<file path="src/design/rbd_pkg.sv">
`default_nettype none

package rbd_pkg;

   // register indexes on the csr port
   localparam int unsigned CSR_INDEX_W = 2;
   localparam logic [CSR_INDEX_W-1:0] CSR_ORIGIN_X = 2'd0;
   localparam logic [CSR_INDEX_W-1:0] CSR_ORIGIN_Y = 2'd1;

   localparam int unsigned COORD_W = 11;
   localparam int unsigned SCREEN_W = 12;
   localparam int unsigned LUMA_SUM_W = 15;

   // channel expansion: v * 255 / max, truncated, worked out at elaboration
   localparam int unsigned Full8 = 255;
   localparam int unsigned Red5Max = 31;
   localparam int unsigned Grn6Max = 63;

   typedef logic [7:0] lut32_type [32];
   typedef logic [7:0] lut64_type [64];

   function automatic lut32_type build_lut32();
      lut32_type t;
      for (int i = 0; i < 32; i++) begin
         t[i] = 8'((i * Full8) / Red5Max);
      end
      return t;
   endfunction

   function automatic lut64_type build_lut64();
      lut64_type t;
      for (int i = 0; i < 64; i++) begin
         t[i] = 8'((i * Full8) / Grn6Max);
      end
      return t;
   endfunction

   localparam lut32_type EXPAND5 = build_lut32();
   localparam lut64_type EXPAND6 = build_lut64();

   // luminance weights, scaled by 100
   localparam logic [LUMA_SUM_W-1:0] WEIGHT_R = 15'd30;
   localparam logic [LUMA_SUM_W-1:0] WEIGHT_G = 15'd59;
   localparam logic [LUMA_SUM_W-1:0] WEIGHT_B = 15'd11;
   localparam logic [LUMA_SUM_W-1:0] LUMA_SCALE = 15'd100;

   typedef logic [5:0] dither_row_type [8];
   typedef dither_row_type dither_type [8];

   localparam dither_type DITHER8 = '{
      '{6'd0,  6'd48, 6'd12, 6'd60, 6'd3,  6'd51, 6'd15, 6'd63},
      '{6'd32, 6'd16, 6'd44, 6'd28, 6'd35, 6'd19, 6'd47, 6'd31},
      '{6'd8,  6'd56, 6'd4,  6'd52, 6'd11, 6'd59, 6'd7,  6'd55},
      '{6'd40, 6'd24, 6'd36, 6'd20, 6'd43, 6'd27, 6'd39, 6'd23},
      '{6'd2,  6'd50, 6'd14, 6'd62, 6'd1,  6'd49, 6'd13, 6'd61},
      '{6'd34, 6'd18, 6'd46, 6'd30, 6'd33, 6'd17, 6'd45, 6'd29},
      '{6'd10, 6'd58, 6'd6,  6'd54, 6'd9,  6'd57, 6'd5,  6'd53},
      '{6'd42, 6'd26, 6'd38, 6'd22, 6'd41, 6'd25, 6'd37, 6'd21}
   };

   typedef struct packed {
      logic [15:0]        color;
      logic [COORD_W-1:0] column;
      logic [COORD_W-1:0] row;
   } pix_type;

   typedef struct packed {
      logic [7:0]          red;
      logic [7:0]          green;
      logic [7:0]          blue;
      logic [7:0]          thresh;
      logic [SCREEN_W-1:0] sx;
      logic [SCREEN_W-1:0] sy;
   } expand_type;

   typedef struct packed {
      logic [LUMA_SUM_W-1:0] luma_sum;
      logic [LUMA_SUM_W-1:0] limit;
      logic [SCREEN_W-1:0]   sx;
      logic [SCREEN_W-1:0]   sy;
   } luma_type;

   typedef struct packed {
      logic [SCREEN_W-1:0] sx;
      logic [SCREEN_W-1:0] sy;
      logic                black;
   } result_type;

endpackage

`default_nettype wire

</file>
<file path="src/design/rbd_if.sv">
`default_nettype none

interface rbd_req_if;
   logic        valid;
   logic        ready;
   logic [15:0] pixel_color;
   logic [10:0] pixel_column;
   logic [10:0] pixel_row;

   modport source (output valid, output pixel_color, output pixel_column,
                   output pixel_row, input ready);
   modport sink (input valid, input pixel_color, input pixel_column,
                 input pixel_row, output ready);
endinterface

interface rbd_rsp_if;
   logic        valid;
   logic        ready;
   logic [11:0] screen_x;
   logic [11:0] screen_y;
   logic        is_black;

   modport source (output valid, output screen_x, output screen_y,
                   output is_black, input ready);
   modport sink (input valid, input screen_x, input screen_y,
                 input is_black, output ready);
endinterface

`default_nettype wire

</file>
<file path="src/design/rbd_expand.sv">
`default_nettype none

module rbd_expand (
   input  wire logic                           clock,
   input  wire logic                           reset,
   input  wire logic                           in_valid,
   output logic                                in_ready,
   input  wire rbd_pkg::pix_type               in_data,
   input  wire logic [rbd_pkg::COORD_W-1:0]    origin_x,
   input  wire logic [rbd_pkg::COORD_W-1:0]    origin_y,
   output logic                                out_valid,
   input  wire logic                           out_ready,
   output rbd_pkg::expand_type                 out_data
);

   logic                valid_ff;
   rbd_pkg::expand_type data_ff;
   rbd_pkg::expand_type data_in;
   logic [5:0]          dither;

   assign in_ready = !valid_ff || out_ready;

   always_comb begin
      dither = rbd_pkg::DITHER8[in_data.row[2:0]][in_data.column[2:0]];
      data_in.red    = rbd_pkg::EXPAND5[in_data.color[15:11]];
      data_in.green  = rbd_pkg::EXPAND6[in_data.color[10:5]];
      data_in.blue   = rbd_pkg::EXPAND5[in_data.color[4:0]];
      // 2 + 4 * entry
      data_in.thresh = {dither, 2'b10};
      data_in.sx = {1'b0, origin_x} + {1'b0, in_data.column};
      data_in.sy = {1'b0, origin_y} + {1'b0, in_data.row};
   end

   always_ff @(posedge clock) begin
      if (reset) begin
         valid_ff <= 1'b0;
      end else if (in_ready) begin
         valid_ff <= in_valid;
      end
   end

   always_ff @(posedge clock) begin
      if (in_valid && in_ready) begin
         data_ff <= data_in;
      end
   end

   assign out_valid = valid_ff;
   assign out_data  = data_ff;

endmodule

`default_nettype wire

</file>
<file path="src/design/rbd_luma.sv">
`default_nettype none

module rbd_luma (
   input  wire logic                clock,
   input  wire logic                reset,
   input  wire logic                in_valid,
   output logic                     in_ready,
   input  wire rbd_pkg::expand_type in_data,
   output logic                     out_valid,
   input  wire logic                out_ready,
   output rbd_pkg::luma_type        out_data
);

   logic              valid_ff;
   rbd_pkg::luma_type data_ff;
   rbd_pkg::luma_type data_in;

   assign in_ready = !valid_ff || out_ready;

   always_comb begin
      // luminance kept scaled by 100, so the divide folds into the limit
      data_in.luma_sum = rbd_pkg::LUMA_SUM_W'(in_data.red)   * rbd_pkg::WEIGHT_R
                       + rbd_pkg::LUMA_SUM_W'(in_data.green) * rbd_pkg::WEIGHT_G
                       + rbd_pkg::LUMA_SUM_W'(in_data.blue)  * rbd_pkg::WEIGHT_B;
      data_in.limit = rbd_pkg::LUMA_SUM_W'(in_data.thresh) * rbd_pkg::LUMA_SCALE;
      data_in.sx    = in_data.sx;
      data_in.sy    = in_data.sy;
   end

   always_ff @(posedge clock) begin
      if (reset) begin
         valid_ff <= 1'b0;
      end else if (in_ready) begin
         valid_ff <= in_valid;
      end
   end

   always_ff @(posedge clock) begin
      if (in_valid && in_ready) begin
         data_ff <= data_in;
      end
   end

   assign out_valid = valid_ff;
   assign out_data  = data_ff;

endmodule

`default_nettype wire

</file>
<file path="src/design/rbd_decide.sv">
`default_nettype none

module rbd_decide (
   input  wire logic              clock,
   input  wire logic              reset,
   input  wire logic              in_valid,
   output logic                   in_ready,
   input  wire rbd_pkg::luma_type in_data,
   output logic                   out_valid,
   input  wire logic              out_ready,
   output rbd_pkg::result_type    out_data
);

   logic                valid_ff;
   rbd_pkg::result_type data_ff;
   rbd_pkg::result_type data_in;

   assign in_ready = !valid_ff || out_ready;

   always_comb begin
      // floor(sum / 100) < t  is the same as  sum < 100 * t
      data_in.black = in_data.luma_sum < in_data.limit;
      data_in.sx    = in_data.sx;
      data_in.sy    = in_data.sy;
   end

   always_ff @(posedge clock) begin
      if (reset) begin
         valid_ff <= 1'b0;
      end else if (in_ready) begin
         valid_ff <= in_valid;
      end
   end

   always_ff @(posedge clock) begin
      if (in_valid && in_ready) begin
         data_ff <= data_in;
      end
   end

   assign out_valid = valid_ff;
   assign out_data  = data_ff;

endmodule

`default_nettype wire

</file>
<file path="src/design/rgb565_bayer_dither_to_mono.sv">
// RGB565 pixel to 1-bit screen pixel with 8x8 ordered dither.
// req_ch takes one word per pixel: pixel_color (RGB565), pixel_column and
// pixel_row inside the image. rsp_ch returns one word per pixel: screen_x and
// screen_y (origin plus column/row) and is_black.
// csr port: csr_write_enable with csr_index 0 writes origin_x, index 1
// writes origin_y from csr_wdata; other indexes are ignored. Write only
// while no pixel is in flight.
// A word accepted on req_ch passes through the expand, weighted sum and
// compare stages, each a register, before it shows on rsp_ch.
// Throughput: one pixel per cycle, set by the three-stage pipeline, unless
// rsp_ch stalls. Each stage holds while the next is full and stalled, so a
// stalled receiver fills the empty stages first and then drops req_ch.ready;
// nothing is lost or repeated.
// Reset (synchronous, active high) empties the pipeline and clears both
// origins to 0.
`default_nettype none

module rgb565_bayer_dither_to_mono (
   input  wire logic                              clock,
   input  wire logic                              reset,
   rbd_req_if.sink                                req_ch,
   rbd_rsp_if.source                              rsp_ch,
   input  wire logic                              csr_write_enable,
   input  wire logic [rbd_pkg::CSR_INDEX_W-1:0]   csr_index,
   input  wire logic [rbd_pkg::COORD_W-1:0]       csr_wdata
);

   logic [rbd_pkg::COORD_W-1:0] origin_x_ff;
   logic [rbd_pkg::COORD_W-1:0] origin_y_ff;

   rbd_pkg::pix_type    pix;
   rbd_pkg::expand_type s1_data;
   rbd_pkg::luma_type   s2_data;
   rbd_pkg::result_type s3_data;
   logic                s1_valid;
   logic                s1_ready;
   logic                s2_valid;
   logic                s2_ready;

   always_ff @(posedge clock) begin
      if (reset) begin
         origin_x_ff <= '0;
         origin_y_ff <= '0;
      end else if (csr_write_enable) begin
         if (csr_index == rbd_pkg::CSR_ORIGIN_X) begin
            origin_x_ff <= csr_wdata;
         end else if (csr_index == rbd_pkg::CSR_ORIGIN_Y) begin
            origin_y_ff <= csr_wdata;
         end
      end
   end

   assign pix.color  = req_ch.pixel_color;
   assign pix.column = req_ch.pixel_column;
   assign pix.row    = req_ch.pixel_row;

   rbd_expand u_expand (
      .clock     (clock),
      .reset     (reset),
      .in_valid  (req_ch.valid),
      .in_ready  (req_ch.ready),
      .in_data   (pix),
      .origin_x  (origin_x_ff),
      .origin_y  (origin_y_ff),
      .out_valid (s1_valid),
      .out_ready (s1_ready),
      .out_data  (s1_data)
   );

   rbd_luma u_luma (
      .clock     (clock),
      .reset     (reset),
      .in_valid  (s1_valid),
      .in_ready  (s1_ready),
      .in_data   (s1_data),
      .out_valid (s2_valid),
      .out_ready (s2_ready),
      .out_data  (s2_data)
   );

   rbd_decide u_decide (
      .clock     (clock),
      .reset     (reset),
      .in_valid  (s2_valid),
      .in_ready  (s2_ready),
      .in_data   (s2_data),
      .out_valid (rsp_ch.valid),
      .out_ready (rsp_ch.ready),
      .out_data  (s3_data)
   );

   assign rsp_ch.screen_x = s3_data.sx;
   assign rsp_ch.screen_y = s3_data.sy;
   assign rsp_ch.is_black = s3_data.black;

endmodule

`default_nettype wire

</file>
<file path="src/flat_wrapper.sv">
// flat-port wrapper written by rule: the top's interface ports become plain ports
module rgb565_bayer_dither_to_mono_flat 
  (clock, reset, csr_write_enable, csr_index, csr_wdata, req_ch_valid, req_ch_pixel_color, req_ch_pixel_column, req_ch_pixel_row, req_ch_ready, rsp_ch_valid, rsp_ch_screen_x, rsp_ch_screen_y, rsp_ch_is_black, rsp_ch_ready);
  rbd_req_if req_ch_i ();
  rbd_rsp_if rsp_ch_i ();
  input  wire logic clock;
  input  wire logic reset;
  input  wire logic csr_write_enable;
  input  wire logic [rbd_pkg::CSR_INDEX_W-1:0] csr_index;
  input  wire logic [rbd_pkg::COORD_W-1:0] csr_wdata;
  input wire logic [$bits(req_ch_i.valid)-1:0] req_ch_valid;
  input wire logic [$bits(req_ch_i.pixel_color)-1:0] req_ch_pixel_color;
  input wire logic [$bits(req_ch_i.pixel_column)-1:0] req_ch_pixel_column;
  input wire logic [$bits(req_ch_i.pixel_row)-1:0] req_ch_pixel_row;
  output wire logic [$bits(req_ch_i.ready)-1:0] req_ch_ready;
  output wire logic [$bits(rsp_ch_i.valid)-1:0] rsp_ch_valid;
  output wire logic [$bits(rsp_ch_i.screen_x)-1:0] rsp_ch_screen_x;
  output wire logic [$bits(rsp_ch_i.screen_y)-1:0] rsp_ch_screen_y;
  output wire logic [$bits(rsp_ch_i.is_black)-1:0] rsp_ch_is_black;
  input wire logic [$bits(rsp_ch_i.ready)-1:0] rsp_ch_ready;
  assign req_ch_i.valid = req_ch_valid;
  assign req_ch_i.pixel_color = req_ch_pixel_color;
  assign req_ch_i.pixel_column = req_ch_pixel_column;
  assign req_ch_i.pixel_row = req_ch_pixel_row;
  assign req_ch_ready = req_ch_i.ready;
  assign rsp_ch_valid = rsp_ch_i.valid;
  assign rsp_ch_screen_x = rsp_ch_i.screen_x;
  assign rsp_ch_screen_y = rsp_ch_i.screen_y;
  assign rsp_ch_is_black = rsp_ch_i.is_black;
  assign rsp_ch_i.ready = rsp_ch_ready;
  rgb565_bayer_dither_to_mono u_core (.clock(clock), .reset(reset), .req_ch(req_ch_i), .rsp_ch(rsp_ch_i), .csr_write_enable(csr_write_enable), .csr_index(csr_index), .csr_wdata(csr_wdata));
endmodule
</file>
<file path="config.mk">
export PLATFORM = sky130hd
export DESIGN_NAME = rgb565_bayer_dither_to_mono_flat
export DESIGN_NICKNAME = d
export VERILOG_FILES = /design/src/design/rbd_pkg.sv /design/src/design/rbd_if.sv /design/src/design/rbd_expand.sv /design/src/design/rbd_luma.sv /design/src/design/rbd_decide.sv /design/src/design/rgb565_bayer_dither_to_mono.sv /design/src/flat_wrapper.sv
export SDC_FILE = /design/constraint.sdc
export NUM_CORES = 1
export LEC_CHECK = 0
export BUFFER_PORTS_ARGS = -buffer_cell sky130_fd_sc_hd__buf_2
export CORE_MARGIN = 4
export CORE_UTILIZATION = 40
export DETAILED_ROUTE_END_ITERATION = 10
export PLACE_DENSITY = 0.53
export REMOVE_ABC_BUFFERS = 1
export SLEW_MARGIN = 10
export SYNTH_ARGS = -nofsm -noshare
export SYNTH_HDL_FRONTEND = slang
export SYNTH_HIERARCHICAL = 1
export SYNTH_SLANG_ARGS = --single-unit
</file>
<file path="constraint.sdc">
create_clock -name clock -period 6.18 [get_ports clock]
set_clock_uncertainty 0.05 [all_clocks]
set_input_delay 0.927 -clock clock [delete_from_list [all_inputs] [get_ports clock]]
set_output_delay 0.927 -clock clock [all_outputs]
set_load 0.01 [all_outputs]
</file>
==> metrics.md <==
| Metric | Value |
|---|---|
| Detail Route Antenna Nets | 0 |
| Die W | roughly 170 um |
| Root Driver | clkbuf_16 |
| Total Routing Usage GR | 0.137 |
| Final setup violating endpoints | 0 |
| Mapped Cells | 825 |
| Post-synthesis sequential area ratio | 0.436 |
| Layout cells sized above 1 | 0.141 |
| Status | finished, final reports clean |
| Antenna diode count | 0 |
| Synthesized area | 10200 sq um |
| Initial DRT Pass Iterations | 5 |
| Placement Rows | 58 |
| Via density | 4.71 |
| Crit Reg-Reg Startpoint | u_core/u_expand/out_data[53] |
| DR iter-0 viols | 251 |
| Pwr per Cell Area | 462 nW/um^2 |
| Worst Hold Class | flip-flop to flip-flop |
| Clock latency on the worst-skew pair | 0.42 ns |
| RSZ-0062 raised after global routing | false |
| Largest cells by area after synthesis | edfxtp_1, ha_1, fa_1 |
| Hold buffers post-CTS | 0 |
| TritonCTS Sinks | 156 |
| Slew of the pin with the lowest slew margin | 0.755 ns |
| Synth area leader | edfxtp_1 |
| First-pass GRT wire length | 30900 um |
| CP endpoint kind | flip-flop |
| Area after DPL | 11000 sq um |
| TNS Setup | 0 ns |
| Remaining Overflow, GRT | 0 |
| Initial Util | 0.405 |
| Overall Power | roughly 0.0053 W |
| Hold Path Stages | 0 |
| R2R depth | 21 |
| CTS Buffer Depth | 2 |
| Die extent in y | 167 um |
| Yosys Warn Count | 6 |
| Setup slack, reg-to-reg | 0.37 ns |
| Core area | 25100 sq um |
| H-tree depth | 4 |
| Fillers | 2396 |
| Vias in the first global route | 6208 |
| Type of element launching the critical path | flip-flop |
| Tcrit/Tclk final | 0.940 |
| CP required | 6.29 ns |
| Slew Limit Fails | 0 |
| Slew margin rel. | 0.497 |
| Routed WL | 18200 um |
| Crit-path max FO | 7 |
| Worst vdd ir | 0.000368 V |
| EDFF count, synth | 131 |
| CP Class | flip-flop to flip-flop |
| DRC | 0 |
| Hold_sp | u_core/u_luma/out_data[6] |
| Syn_area_per_cell | 12.3 sq um |
| Final Hold Viols | 0 |
| TritonCTS buffer count | 17 |
| Clk slew on worst S/H paths | 0.06 ns |
| # nets final | 1173 |
| Maximum capacitance violations | 0 |
| Drt wl/cell | 14.4 um |
| FF-to-FF End | u_core/u_luma/out_data[53] |
| GPL Wtd Cong | 0.806 |
| Sequential cell area | 4430 sq um |
| Post-route minimum period | 5.81 ns |
| Initial antenna violation count | 0 |
| Buffers on Ports | 82 |
| Multi-input logic area | 5190 sq um |
| Worst Hold Path EP | u_core/u_decide/out_data[7] |
| F_max | around 0.17 GHz |
| Area grow syn2layout | 13.2% |
| Synth Flop Type | edfxtp_1 |
| Crit path DAT | 5.92 ns |
| Design area | 11500 sq um |
| P_leak | 5.17 nW |
| Largest net degree at the start of global routing | 53 |
| Ys async rst share | 0 |
| Synth unique cells | 60 |
| Via count | 5953 |
| Synth top area share | 0.387 |
| I/O Pins | 83 |
| DP HPWL | 14200 um |
| CTS tree | built |
| Flops & latches, synth | 156 |
| Area of the die | 28000 sq um |
| WHS | 0.362 ns |
==> cells in the final DEF, fill, tap and decap left out, types with 3 or more instances in the layout <==
cell / Yosys / layout
and3_1: 3 / 3
nand3_1: 5 / 5
o41ai_1: 4 / 3
nor3_1: 5 / 5
ha_1: 128 / 128
a31oi_1: 6 / 6
xnor2_1: 31 / 31
buf_2: 2 / 82
a211oi_1: 4 / 4
o21ai_0: 15 / 15
o21a_1: 3 / 3
o21ai_1: 4 / 4
buf_4: 4 / 3
nor2_1: 30 / 30
nand2b_1: 40 / 40
a311oi_1: 4 / 4
o21bai_1: 3 / 3
fa_1: 69 / 69
a21oi_1: 36 / 36
inv_1: 134 / 134
inv_6: 0 / 6
clkinv_4: 0 / 3
nor2b_1: 11 / 11
a21oi_2: 4 / 4
nand4_1: 3 / 3
and2_1: 5 / 3
a21boi_0: 3 / 3
nand2_1: 24 / 24
edfxtp_1: 131 / 131
mux2i_1: 23 / 23
conb_1: 3 / 4
dfxtp_1: 25 / 25
a21o_1: 17 / 17
xor2_1: 12 / 12
clkbuf_16: 0 / 17
==> where the power goes <==
group          switching [W]  leakage (nW)  internal [W]
Clock               0.000452         0.266      0.000523
Sequential         0.0000447          1.45       0.00142
Combinational        0.00155          3.45       0.00132
Total                0.00205          5.17       0.00326
==> cells by family (layout without fill, tap and decap cells) <==
kind of cell	after synthesis	in the layout	synth area share
buf+inv	144	251	0.0556
mux	23	23	0.0226
flops	156	156	0.436
simple gates	139	139	0.0743
fa+ha+maj	197	197	0.293
other cells	3	4	0.00111
compound gates	120	120	0.0799
xor+xnor	43	43	0.0370
==> layout make-up <==
type | count | area share
clock inverters | 14 | 0.00967
repair buffers | 85 | 0.0376
clock buffers | 18 | 0.0373
multi-input cells | 526 | 0.451
flip-flops and latches | 156 | 0.385
inverters | 134 | 0.0437
well taps | 330 | 0.0359
==> metal layers <==
metal,global-route usage,vias up,wire [um]
met5,0,-,0
met4,0.0381,0,223
met3,0.0286,12,694
met2,0.215,87,8290
met1,0.195,2814,8970
li1,-,3040,-
==> registers in the layout (all words and copies together), names as in the netlist <==
register                   count
u_core/origin_x_ff            11
u_core/origin_y_ff            11
u_core/u_decide/out_data      25
u_core/u_decide/out_valid      1
u_core/u_expand/out_data      54
u_core/u_expand/out_valid      1
u_core/u_luma/out_data        52
u_core/u_luma/out_valid        1
==> metrics by stage <==
stage / utilization / setup WS (ns) / cells
2_1_floorplan: - / 0.551 / 816
3_3_place_gp: 0.436 / 0.226 / 1231
3_5_place_dp: 0.436 / 0.147 / 1231
4_1_cts: 0.458 / 0.105 / 1263
5_1_grt: 0.458 / 0.0500 / 1263
6_report: 0.458 / 0.371 / 1263
==> cell usage after synthesis, types with 2 or more instances <==
cell        n
o21bai_1    3
nor3_1      5
conb_1      3
nand2b_1   40
a31oi_1     6
nand3_1     5
o21a_1      3
o21ai_0    15
and3_1      3
a221oi_2    2
a21oi_2     4
buf_2       2
mux2i_1    23
and2_1      5
nor2_1     30
xnor2_1    31
clkbuf_1    3
edfxtp_1  131
or3_1       2
ha_1      128
o41ai_1     4
a41oi_1     2
buf_4       4
inv_1     134
o21ai_1     4
fa_1       69
a21oi_1    36
a211oi_1    4
a21boi_0    3
a22oi_1     2
a311oi_1    4
xor2_1     12
a21o_1     17
nand2_1    24
nand4_1     3
dfxtp_1    25
nor2b_1    11
==> critical path, cell delays in order, from the launching register on <==
cell and delay (ns):
edfxtp_1 0.42, inv_1 0.22, fa_1 0.48, fa_1 0.51, inv_1 0.04, ha_1 0.38, a21oi_1 0.17, nand2_1 0.10
a2111oi_2 0.42, nor2_1 0.11, xnor2_1 0.14, ha_1 0.27, inv_1 0.04, fa_1 0.46, fa_1 0.54, inv_1 0.04
ha_1 0.40, and3_1 0.22, nand2_1 0.06, a21oi_1 0.24, o41ai_2 0.12, xor2_1 0.15
==> worst max path at each step <==
stage | startpoint | slack (ns) | to | cells after the start
floorplan | u_core/u_expand/out_data[53] | 0.55 | u_core/u_luma/out_data[53] | 21
global placement | u_core/u_expand/out_data[53] | 0.23 | u_core/u_luma/out_data[53] | 21
detailed placement | u_core/u_expand/out_data[53] | 0.15 | u_core/u_luma/out_data[53] | 21
CTS | u_core/u_expand/out_data[53] | 0.10 | u_core/u_luma/out_data[53] | 21
global route | u_core/u_expand/out_data[53] | 0.05 | u_core/u_luma/out_data[53] | 21
finish | u_core/u_expand/out_data[53] | 0.37 | u_core/u_luma/out_data[53] | 21
==> what timing repair did <==
| action | CTS | global route |
|---|---|---|
| endpoints found under the setup margin | 0 | 3 |
| setup buffers | 0 | 0 |
| gates resized for setup | 0 | 3 |
No activity file was read; power rests on OpenSTA's default activity.
